===== src/hw/rtl/qsm3_pkg.sv =====
// ----------------------------------------------------------------------------
// qsm3_pkg
// The shared sequencer state type of the quicksort sorter.
// ----------------------------------------------------------------------------
package qsm3_pkg;

  // Sequencer states of the sorter core.
  typedef enum logic [4:0] {
    ST_LOAD,
    ST_POP_REQ,
    ST_POP_WAIT,
    ST_RANGE,
    ST_RD_MID,
    ST_RD_LAST,
    ST_CAP_LAST,
    ST_SORT_BC,
    ST_SORT_AB,
    ST_WR_FIRST,
    ST_WR_MID,
    ST_WR_LAST,
    ST_PT_RD,
    ST_PT_CMP,
    ST_PT_SW,
    ST_PT_SW2,
    ST_FIN_RD,
    ST_FIN_WR,
    ST_FIN_WR2,
    ST_PUSH1,
    ST_PUSH2,
    ST_OUT_RD,
    ST_OUT_WAIT
  } qsm3_state_t;

endpackage


===== src/hw/rtl/qsm3_stream_if.sv =====
// ----------------------------------------------------------------------------
// qsm3_stream_if
// Valid/ready channel carrying the sorter payloads.
// ----------------------------------------------------------------------------
interface qsm3_stream_if #(
  parameter int DATA_WIDTH = 32
);
  logic                  valid;
  logic                  ready;
  logic [DATA_WIDTH-1:0] value;
  logic                  last;
  logic                  overflow;

  modport source (output valid, output value, output last, output overflow, input ready);
  modport sink (input valid, input value, input last, input overflow, output ready);
endinterface


===== src/hw/rtl/quicksort_median_of_three_sorter_unit.sv =====
// ----------------------------------------------------------------------------
// quicksort_median_of_three_sorter_unit
// Collects a set of values, sorts it by quicksort and streams it out.
// ----------------------------------------------------------------------------
// Usage: the in channel takes one value per item, one item per cycle; the
// item with last set closes the set. Items beyond MAX_ITEMS are dropped and
// the overflow flag marks every result of that run. After the closing item
// in.ready stays low until the final result sits in the output register.
// Sorting uses a median-of-three pivot, a Lomuto partition and a range
// stack; the values and the stack sit in memories with a registered read.
// Each range is popped from the stack (the first range skips this), its
// pivot is set up, the scan starts, each scanned element below the pivot
// is swapped down, the pivot is placed and the two sub-ranges are pushed;
// a range of two is only sorted in place. A badly ordered set can cost
// quadratic time. Results leave one at a time, each read from the store
// before it is loaded, and wait in the output register while the receiver
// stalls. A one-item set skips sorting and goes straight to the output
// read. Reset (rst, synchronous) empties the set and returns to loading;
// the memories need no clearing.
// ----------------------------------------------------------------------------
module quicksort_median_of_three_sorter_unit #(
  parameter int MAX_ITEMS  = 64,
  parameter int DATA_WIDTH = 32
) (
  input  logic           clk,
  input  logic           rst,
  qsm3_stream_if.sink    in_ch,
  qsm3_stream_if.source  out_ch
);
  localparam int AW = (MAX_ITEMS > 1) ? $clog2(MAX_ITEMS) : 1;
  localparam int CW = AW + 1;

  typedef logic [AW-1:0]         idx_t;
  typedef logic [DATA_WIDTH-1:0] val_t;

  // Element store and range stack.
  val_t            store [MAX_ITEMS];
  logic [2*AW-1:0] stack [MAX_ITEMS];

  qsm3_pkg::qsm3_state_t state, state_next;
  logic [CW-1:0] count;
  logic          ovf;
  logic [CW-1:0] sp;
  idx_t first, last, mid, k, low_end, oidx;
  val_t a, b, c, pivot, rd;
  logic [2*AW-1:0] srd;

  // Store port controls.
  logic  we;
  idx_t  wa, ra;
  val_t  wd;
  logic  swe;
  logic [2*AW-1:0] swd;
  idx_t  sra;

  assign sra = sp[AW-1:0] - idx_t'(1);

  always_ff @(posedge clk) begin
    if (we) store[wa] <= wd;
    rd <= store[ra];
    if (swe) stack[sp[AW-1:0]] <= swd;
    srd <= stack[sra];
  end

  // Output register.
  logic ov;
  val_t ovl;
  logic olast;
  logic oovf;

  assign in_ch.ready     = (state == qsm3_pkg::ST_LOAD);
  assign out_ch.valid    = ov;
  assign out_ch.value    = ovl;
  assign out_ch.last     = olast;
  assign out_ch.overflow = oovf;

  wire accept = in_ch.valid && in_ch.ready;
  wire [CW-1:0] lsize = CW'(low_end) - CW'(first);
  wire [CW-1:0] rsize = CW'(last) - CW'(low_end);
  wire idx_t mid_c = idx_t'((CW'(first) + CW'(last)) >> 1);
  wire pair = (mid == first);
  wire out_end = (CW'(oidx) + CW'(1) >= count);
  wire ov_load = (state == qsm3_pkg::ST_OUT_WAIT) && (!ov || out_ch.ready);
  wire sp_room = (sp < CW'(MAX_ITEMS));

  // State register.
  always_ff @(posedge clk) begin
    if (rst) begin
      state <= qsm3_pkg::ST_LOAD;
    end else begin
      state <= state_next;
    end
  end

  // Next state and memory port controls.
  always_comb begin
    state_next = state;
    we = 1'b0; wa = '0; wd = '0; ra = '0;
    swe = 1'b0; swd = '0;
    case (state)
      qsm3_pkg::ST_LOAD: begin
        we = accept && (count < CW'(MAX_ITEMS));
        wa = count[AW-1:0];
        wd = in_ch.value;
        if (accept && in_ch.last) begin
          state_next = (count >= CW'(1)) ? qsm3_pkg::ST_RANGE : qsm3_pkg::ST_OUT_RD;
        end
      end
      qsm3_pkg::ST_POP_REQ: begin
        state_next = (sp == '0) ? qsm3_pkg::ST_OUT_RD : qsm3_pkg::ST_POP_WAIT;
      end
      qsm3_pkg::ST_POP_WAIT: state_next = qsm3_pkg::ST_RANGE;
      qsm3_pkg::ST_RANGE: begin
        ra = first;
        state_next = (first >= last) ? qsm3_pkg::ST_POP_REQ : qsm3_pkg::ST_RD_MID;
      end
      qsm3_pkg::ST_RD_MID: begin
        ra = mid;
        state_next = qsm3_pkg::ST_RD_LAST;
      end
      qsm3_pkg::ST_RD_LAST: begin
        ra = last;
        state_next = qsm3_pkg::ST_CAP_LAST;
      end
      qsm3_pkg::ST_CAP_LAST: state_next = qsm3_pkg::ST_SORT_BC;
      qsm3_pkg::ST_SORT_BC: state_next = qsm3_pkg::ST_SORT_AB;
      qsm3_pkg::ST_SORT_AB: state_next = qsm3_pkg::ST_WR_FIRST;
      // Median goes to first, low to mid, high to last; a pair just sorts.
      qsm3_pkg::ST_WR_FIRST: begin
        we = 1'b1; wa = first; wd = pair ? a : b;
        state_next = pair ? qsm3_pkg::ST_WR_LAST : qsm3_pkg::ST_WR_MID;
      end
      qsm3_pkg::ST_WR_MID: begin
        we = 1'b1; wa = mid; wd = a;
        state_next = qsm3_pkg::ST_WR_LAST;
      end
      qsm3_pkg::ST_WR_LAST: begin
        we = 1'b1; wa = last; wd = c;
        state_next = pair ? qsm3_pkg::ST_POP_REQ : qsm3_pkg::ST_PT_RD;
      end
      qsm3_pkg::ST_PT_RD: begin
        ra = k;
        state_next = qsm3_pkg::ST_PT_CMP;
      end
      // rd holds store[k]; a smaller value is swapped down to low_end.
      qsm3_pkg::ST_PT_CMP: begin
        if (rd < pivot) begin
          ra = low_end + idx_t'(1);
          state_next = qsm3_pkg::ST_PT_SW;
        end else if (k == last) begin
          state_next = qsm3_pkg::ST_FIN_RD;
        end else begin
          ra = k + idx_t'(1);
          state_next = qsm3_pkg::ST_PT_CMP;
        end
      end
      qsm3_pkg::ST_PT_SW: begin
        // rd holds store[low_end]; a holds store[k].
        we = 1'b1; wa = k; wd = rd;
        state_next = qsm3_pkg::ST_PT_SW2;
      end
      qsm3_pkg::ST_PT_SW2: begin
        we = 1'b1; wa = low_end; wd = a;
        if (k == last) begin
          state_next = qsm3_pkg::ST_FIN_RD;
        end else begin
          ra = k + idx_t'(1);
          state_next = qsm3_pkg::ST_PT_CMP;
        end
      end
      // Move the pivot from first to its final place.
      qsm3_pkg::ST_FIN_RD: begin
        ra = low_end;
        state_next = qsm3_pkg::ST_FIN_WR;
      end
      qsm3_pkg::ST_FIN_WR: begin
        we = 1'b1; wa = first; wd = rd;
        state_next = qsm3_pkg::ST_FIN_WR2;
      end
      qsm3_pkg::ST_FIN_WR2: begin
        we = 1'b1; wa = low_end; wd = pivot;
        state_next = qsm3_pkg::ST_PUSH1;
      end
      qsm3_pkg::ST_PUSH1: begin
        swd = (lsize >= rsize) ? {first, low_end - idx_t'(1)}
                               : {low_end + idx_t'(1), last};
        swe = ((lsize >= rsize) ? (lsize > CW'(1)) : (rsize > CW'(1))) && sp_room;
        state_next = qsm3_pkg::ST_PUSH2;
      end
      qsm3_pkg::ST_PUSH2: begin
        swd = (lsize >= rsize) ? {low_end + idx_t'(1), last}
                               : {first, low_end - idx_t'(1)};
        swe = ((lsize >= rsize) ? (rsize > CW'(1)) : (lsize > CW'(1))) && sp_room;
        state_next = qsm3_pkg::ST_POP_REQ;
      end
      qsm3_pkg::ST_OUT_RD: begin
        ra = oidx;
        state_next = qsm3_pkg::ST_OUT_WAIT;
      end
      qsm3_pkg::ST_OUT_WAIT: begin
        ra = oidx;
        if (ov_load) state_next = out_end ? qsm3_pkg::ST_LOAD : qsm3_pkg::ST_OUT_RD;
      end
      default: state_next = qsm3_pkg::ST_LOAD;
    endcase
  end

  // Output register valid.
  always_ff @(posedge clk) begin
    if (rst) begin
      ov <= 1'b0;
    end else if (ov_load) begin
      ov <= 1'b1;
    end else if (out_ch.ready) begin
      ov <= 1'b0;
    end
  end

  // Sequencer data path.
  always_ff @(posedge clk) begin
    if (rst) begin
      count <= '0;
      ovf   <= 1'b0;
      sp    <= '0;
    end else begin
      case (state)
        qsm3_pkg::ST_LOAD: begin
          if (accept) begin
            if (count < CW'(MAX_ITEMS)) count <= count + CW'(1);
            else ovf <= 1'b1;
            if (in_ch.last) begin
              first <= '0;
              last  <= (count < CW'(MAX_ITEMS)) ? count[AW-1:0] : idx_t'(MAX_ITEMS - 1);
              oidx  <= '0;
            end
          end
        end
        qsm3_pkg::ST_POP_REQ: begin
          if (sp == '0) oidx <= '0;
          else sp <= sp - CW'(1);
        end
        qsm3_pkg::ST_POP_WAIT: begin
          first <= srd[2*AW-1:AW];
          last  <= srd[AW-1:0];
        end
        qsm3_pkg::ST_RANGE: mid <= mid_c;
        qsm3_pkg::ST_RD_MID: a <= rd;
        qsm3_pkg::ST_RD_LAST: b <= rd;
        // Three compare-and-swap steps leave a <= b <= c.
        qsm3_pkg::ST_CAP_LAST: begin
          c <= rd;
          if (a > b) begin a <= b; b <= a; end
        end
        qsm3_pkg::ST_SORT_BC: begin
          if (b > c) begin b <= c; c <= b; end
        end
        qsm3_pkg::ST_SORT_AB: begin
          if (a > b) begin a <= b; b <= a; end
        end
        qsm3_pkg::ST_WR_FIRST: begin
          pivot   <= b;
          low_end <= first;
          k       <= first + idx_t'(1);
        end
        qsm3_pkg::ST_PT_CMP: begin
          if (rd < pivot) begin
            a       <= rd;
            low_end <= low_end + idx_t'(1);
          end else if (k != last) begin
            k <= k + idx_t'(1);
          end
        end
        qsm3_pkg::ST_PT_SW2: begin
          if (k != last) k <= k + idx_t'(1);
        end
        qsm3_pkg::ST_PUSH1: if (swe) sp <= sp + CW'(1);
        qsm3_pkg::ST_PUSH2: if (swe) sp <= sp + CW'(1);
        qsm3_pkg::ST_OUT_WAIT: begin
          if (ov_load) begin
            ovl   <= rd;
            olast <= out_end;
            oovf  <= ovf;
            if (out_end) begin
              count <= '0;
              ovf   <= 1'b0;
              sp    <= '0;
            end else begin
              oidx <= oidx + idx_t'(1);
            end
          end
        end
        default: ;
      endcase
    end
  end
endmodule


===== src/flat_wrapper.sv =====
// flat-port wrapper written by rule: the top's interface ports become plain ports
module quicksort_median_of_three_sorter_unit_flat 
#(
  parameter int MAX_ITEMS  = 64,
  parameter int DATA_WIDTH = 32
)
  (clk, rst, in_ch_valid, in_ch_value, in_ch_last, in_ch_overflow, in_ch_ready, out_ch_valid, out_ch_value, out_ch_last, out_ch_overflow, out_ch_ready);
  qsm3_stream_if #(.DATA_WIDTH(DATA_WIDTH)) in_ch_i ();
  qsm3_stream_if #(.DATA_WIDTH(DATA_WIDTH)) out_ch_i ();
  input  logic clk;
  input  logic rst;
  input wire logic [$bits(in_ch_i.valid)-1:0] in_ch_valid;
  input wire logic [$bits(in_ch_i.value)-1:0] in_ch_value;
  input wire logic [$bits(in_ch_i.last)-1:0] in_ch_last;
  input wire logic [$bits(in_ch_i.overflow)-1:0] in_ch_overflow;
  output wire logic [$bits(in_ch_i.ready)-1:0] in_ch_ready;
  output wire logic [$bits(out_ch_i.valid)-1:0] out_ch_valid;
  output wire logic [$bits(out_ch_i.value)-1:0] out_ch_value;
  output wire logic [$bits(out_ch_i.last)-1:0] out_ch_last;
  output wire logic [$bits(out_ch_i.overflow)-1:0] out_ch_overflow;
  input wire logic [$bits(out_ch_i.ready)-1:0] out_ch_ready;
  assign in_ch_i.valid = in_ch_valid;
  assign in_ch_i.value = in_ch_value;
  assign in_ch_i.last = in_ch_last;
  assign in_ch_i.overflow = in_ch_overflow;
  assign in_ch_ready = in_ch_i.ready;
  assign out_ch_valid = out_ch_i.valid;
  assign out_ch_value = out_ch_i.value;
  assign out_ch_last = out_ch_i.last;
  assign out_ch_overflow = out_ch_i.overflow;
  assign out_ch_i.ready = out_ch_ready;
  quicksort_median_of_three_sorter_unit #(.MAX_ITEMS(MAX_ITEMS), .DATA_WIDTH(DATA_WIDTH)) u_core (.clk(clk), .rst(rst), .in_ch(in_ch_i), .out_ch(out_ch_i));
endmodule

===== config.mk =====
export PLATFORM = sky130hd
export DESIGN_NAME = quicksort_median_of_three_sorter_unit_flat
export DESIGN_NICKNAME = d
export VERILOG_FILES = /design/src/hw/rtl/qsm3_pkg.sv /design/src/hw/rtl/qsm3_stream_if.sv /design/src/hw/rtl/quicksort_median_of_three_sorter_unit.sv /design/src/flat_wrapper.sv
export SDC_FILE = /design/constraint.sdc
export NUM_CORES = 2
export LEC_CHECK = 0
export BUFFER_PORTS_ARGS = -buffer_cell sky130_fd_sc_hd__clkbuf_2
export CAP_MARGIN = 20
export CORE_MARGIN = 1
export CORE_UTILIZATION = 62
export CTS_CLUSTER_SIZE = 24
export DETAILED_ROUTE_END_ITERATION = 10
export PLACE_DENSITY = 0.78
export SKIP_CTS_REPAIR_TIMING = 1
export SYNTH_ARGS = -nofsm -noshare
export SYNTH_HDL_FRONTEND = slang
export SYNTH_SLANG_ARGS = --single-unit
export TNS_END_PERCENT = 10

===== constraint.sdc =====
create_clock -name clk -period 11.4 [get_ports clk]
set_input_delay 0.57 -clock clk [delete_from_list [all_inputs] [get_ports clk]]
set_output_delay 0.57 -clock clk [all_outputs]
set_load 0.01 [all_outputs]

==> qor_table.md <==
| Parameter | Value |
|---|---|
| Hold Path Origin | in_ch_last |
| Wire length of the first global-routing pass | 509000 um |
| Commonest cells after routing, fill and taps aside | sky130_fd_sc_hd__edfxtp_1, sky130_fd_sc_hd__nand2_1, sky130_fd_sc_hd__nand3_1, sky130_fd_sc_hd__clkbuf_16, sky130_fd_sc_hd__mux4_2 |
| Area of the die | 0.202 mm2 |
| Number of standard cells in the final layout excluding fillers | 11.4k |
| Overall die height | 450 um |
| Post-synthesis async set-or-reset flop share | 0% |
| Slowest cell on the critical path | sky130_fd_sc_hd__nor3_4 |
| Max-slew violations | 0 |
| Crit. End Element | flip-flop |
| Relative slew slack | 14.1% |
| Net switching share of the total power | 33.4% |
| Pin count of the biggest net entering global routing | 163 |
| Endpoints failing hold | 0 |
| Power share of the clock group | 30.0% |
| Most instantiated flip-flop cell in the synthesis netlist | sky130_fd_sc_hd__edfxtp_1 |
| Skew-Pair Late Insertion Delay | 970 ps |
| Cell depth of the worst flop-to-flop path | 13 |
| Warning count from the yosys run | 0 |
| Total power density per cell area | 236 mW/mm2 |
| RD Place Congestion | 0.910 |
| First DRT Iteration DRCs | 13.3k |
| Final Total Pwr | 32.8 mW |
| Number of fillers in the final layout | 11.8k |
| Clock-pin slew reported for the worst setup and hold paths after clock tree synthesis | 60 ps |
| Count of flip-flops with a built-in enable after synthesis | 3014 |
| Cell-internal power | 21.8 mW |
| Worst-path maximum fanout | 49 |
| Tightest Hold Check Type | input pin to flip-flop |
| Register share of total power | 43.3% |
| Length of the first detailed-routing pass in iterations | 9 |
| Sequential cell area | 0.0918 mm2 |
| Signal arrival time at the worst endpoint | 7640 ps |
| Number of buffers added on ports | 72 |
| Via count of the first global-routing pass | 76.0k |
| Post-Syn Area | 0.124 mm2 |
| Delay contributed by the slowest stage of the critical path | 890 ps |
| Post-synth cell types | 72 |
| Detailed-placement wirelength estimate | 187000 um |
| I/O pin total | 74 |
| Minimum period implied by the final worst setup slack | 6990 ps |
| Outcome | finished, final reports clean |
| Worst setup startpoint | u_core.state[3] |
| Synthesis-to-finish area growth | 11.6% |
| Nature of the critical path startpoint | flip-flop |
| Family with the most delay on the worst path | simple AND/OR/NAND/NOR gates |
| TritonCTS clock tree | done |
| Worst slack at placement | 4840 ps |
| Ordered cell list for the critical path | nor2b_1 -> nand3_1 -> nor2_1 -> nand3_1 -> a21oi_2 -> a221oi_4 -> buf_4 -> nor3_4 -> buf_4 -> a32o_1 -> a31oi_1 -> nand4_1 -> nand4_1 |
| Sequential area share after synthesis | 73.9% |
| Maximum clock path buffer count | 4 |
| Hold Crit Depth | 7 |
| CTS HTree Levels | 5 |
| Clock root buffer master | sky130_fd_sc_hd__clkbuf_16 |
| Critical path start-end classification | flip-flop to flip-flop |
| Crit path setup slack, layout | 4410 ps |
| Post-synthesis instance total | 8342 |
| Worst Hold Margin | 183 ps |
| Final setup skew | 70.9 ps |
| Share of cells above drive strength 1 | 13.5% |
| Leakage power | 46.7 nW |
| Core occupancy in the finished layout | 70.0% |
| CP Data Required Time | 12050 ps |
| Final net count | 8708 |
| Number of buffers and inverters on the critical path | 2 |
| DR vias | 78.2k |
| Total global routing overflow | 0 |
| Initial antenna violation count | 21 |
| Area after detailed placement | 0.129 mm2 |
| Post-DRT Antenna Nets | 0 |
| Design Area, Final | 0.139 mm2 |
| Initial Utilization | 62.7% |
| Setup violations, final | 0 |
| Leading cell type in the layout, fill and taps excluded | sky130_fd_sc_hd__edfxtp_1 |
| Number of remaining DRC errors | 0 |
| Synthesized net count | 8530 |
| Area of the multi-input gates | 0.0308 mm2 |
| Number of clock sinks | 3079 |
| Fraction of power consumed by combinational cells | 26.7% |
| Horizontal die dimension | 450 um |
| Final setup TNS | 0 ps |
| CORE AREA | 0.198 mm2 |
| Maximum vdd ir drop | 0.183 mV |
| Routed length per placed instance | 31.2 um |
| Max-Cap Viols | 0 |
| Slew @ Worst Pin | 1280 ps |
| Number of storage elements in the synthesis netlist | 3079 |
| Average vias per placed instance | 6.86 |
| Capture instance of the worst register-to-register path | u_core.rd[9] |
| TritonCTS Buffers | 314 |
| Number of core rows | 163 |
| Total global routing track utilization | 34.7% |
| Mean Syn Cell Area | 14.9 um2 |
| Psw | 11.0 mW |
| Aggregate routed wire length | 356000 um |
| RSZ-0062 raised after global routing | false |
| Placed cells | 10.8k |
| Endpoint of the worst hold path | u_core.state[0] |
| Startpoint of the lowest-slack register-to-register path | u_core.state[3] |
| Portion of the clock cycle consumed by the worst path in the final layout | 61.3% |
| Reg2Reg Setup Slack | 4410 ps |
| Max Freq | 143 MHz |
-- synthesized netlist by cell type, types with 6 or more instances --
cell type / number / area, um2
sky130_fd_sc_hd__mux2i_1: 152 / 1520
sky130_fd_sc_hd__buf_1: 40 / 150
sky130_fd_sc_hd__a41o_1: 91 / 911
sky130_fd_sc_hd__a32o_1: 19 / 190
sky130_fd_sc_hd__mux4_2: 272 / 6130
sky130_fd_sc_hd__nand3_1: 609 / 3050
sky130_fd_sc_hd__nand2_1: 1974 / 7410
sky130_fd_sc_hd__clkbuf_1: 268 / 1010
sky130_fd_sc_hd__dfxtp_1: 65 / 1300
sky130_fd_sc_hd__o21ai_0: 129 / 646
sky130_fd_sc_hd__buf_2: 139 / 696
sky130_fd_sc_hd__nor2b_1: 13 / 81.3
sky130_fd_sc_hd__ha_1: 146 / 1830
sky130_fd_sc_hd__and2_1: 18 / 113
sky130_fd_sc_hd__nand2b_1: 24 / 150
sky130_fd_sc_hd__o22ai_1: 19 / 119
sky130_fd_sc_hd__nor4_1: 8 / 50.1
sky130_fd_sc_hd__inv_1: 151 / 567
sky130_fd_sc_hd__a21oi_1: 70 / 350
sky130_fd_sc_hd__a221o_1: 35 / 350
sky130_fd_sc_hd__a22oi_1: 90 / 676
sky130_fd_sc_hd__o2111ai_1: 7 / 61.3
sky130_fd_sc_hd__edfxtp_1: 3014 / 90500
sky130_fd_sc_hd__xor2_1: 18 / 158
sky130_fd_sc_hd__and3_1: 102 / 638
sky130_fd_sc_hd__a221oi_1: 7 / 61.3
sky130_fd_sc_hd__o32a_1: 7 / 70.1
sky130_fd_sc_hd__xnor2_1: 37 / 324
sky130_fd_sc_hd__buf_4: 26 / 195
sky130_fd_sc_hd__a32oi_1: 117 / 1020
sky130_fd_sc_hd__o21a_1: 13 / 97.6
sky130_fd_sc_hd__nor2_2: 7 / 43.8
sky130_fd_sc_hd__or3_1: 9 / 56.3
sky130_fd_sc_hd__nor2_1: 220 / 826
sky130_fd_sc_hd__nand4_1: 165 / 1030
sky130_fd_sc_hd__a31oi_1: 120 / 751
sky130_fd_sc_hd__nor3_1: 21 / 105
sky130_fd_sc_hd__o211ai_1: 9 / 67.6
sky130_fd_sc_hd__a21o_1: 33 / 248
sky130_fd_sc_hd__a211oi_1: 8 / 60.1
sky130_fd_sc_hd__a211o_1: 6 / 52.6
-- worst min-delay path: stages --
cell,delay [ps]
sky130_fd_sc_hd__clkbuf_2,90
sky130_fd_sc_hd__nand2_1,60
sky130_fd_sc_hd__nand2_1,50
sky130_fd_sc_hd__nand2_1,110
sky130_fd_sc_hd__nor2_1,100
sky130_fd_sc_hd__inv_1,60
sky130_fd_sc_hd__a311oi_1,40
-- layer usage --
metal	vias to the layer above	part of all wire, %	routed length, um	global-route usage [%]
met4	10	6.7	23800	20.5
li1	32100	-	-	-
met3	1211	13	46600	8.84
met1	38600	33	119000	44.3
met2	6368	47	167000	54.1
met5	-	0.020	72	0
-- worst max-delay path by stage --
stage,depth (start not counted),slack [ps],to
final,13,4410,u_core.rd[9]
after global placement,14,4910,u_core.rd[9]
after CTS,13,4760,u_core.rd[9]
after floorplan,12,3980,u_core.b[0]
after detailed placement,13,4840,u_core.rd[9]
after global routing,13,4300,u_core.rd[9]
-- flip-flops by register name, summed over array words and instances, names as in the netlist, 7 cells and up --
signal               cells
u_core.c                32
u_core.out_ch.value     32
u_core.b                32
u_core.stack           768
u_core.sp                7
u_core.count             7
u_core.rd               32
u_core.srd              12
u_core.a                32
u_core.store          2048
u_core.pivot            32
-- cell type report --
cell class / instances / share of cell area, %
antenna: 14 / 0.0252
clock buffer: 401 / 6.08
clock inverter: 142 / 0.823
inverter: 151 / 0.408
multi-input combinational: 4637 / 22.2
sequential: 3079 / 66.2
tap: 2640 / 2.38
timing repair buffer: 337 / 1.90
-- kinds of logic (layout without fill, tap and decap cells) --
kind of cell	after synthesis	after routing	share of synthesized area, %
xor gates and xnor gates	55	55	0.387
muxes	427	427	6.18
AOI/OAI and AO/OA	819	819	4.90
and+or+nand+nor	3186	3186	11.0
other	0	14	0
adders and majority gates	150	150	1.53
buffers and inverters	626	1031	2.12
DFF	3079	3079	73.9
-- power groups by stage --
| stage | clock network [mW] | registers, mW | logic [mW] |
|---|---|---|---|
| 6_report | 9.84 | 14.2 | 8.74 |
| 5_1_grt | 10.3 | 14.2 | 9.00 |
| 4_1_cts | 9.85 | 14.2 | 8.37 |
| 3_5_place_dp | 0 | 14.4 | 8.20 |
| 3_3_place_gp | 0 | 14.4 | 7.93 |
| 2_1_floorplan | 0 | 14.2 | 4.99 |
No activity file was read; power rests on OpenSTA's default activity.
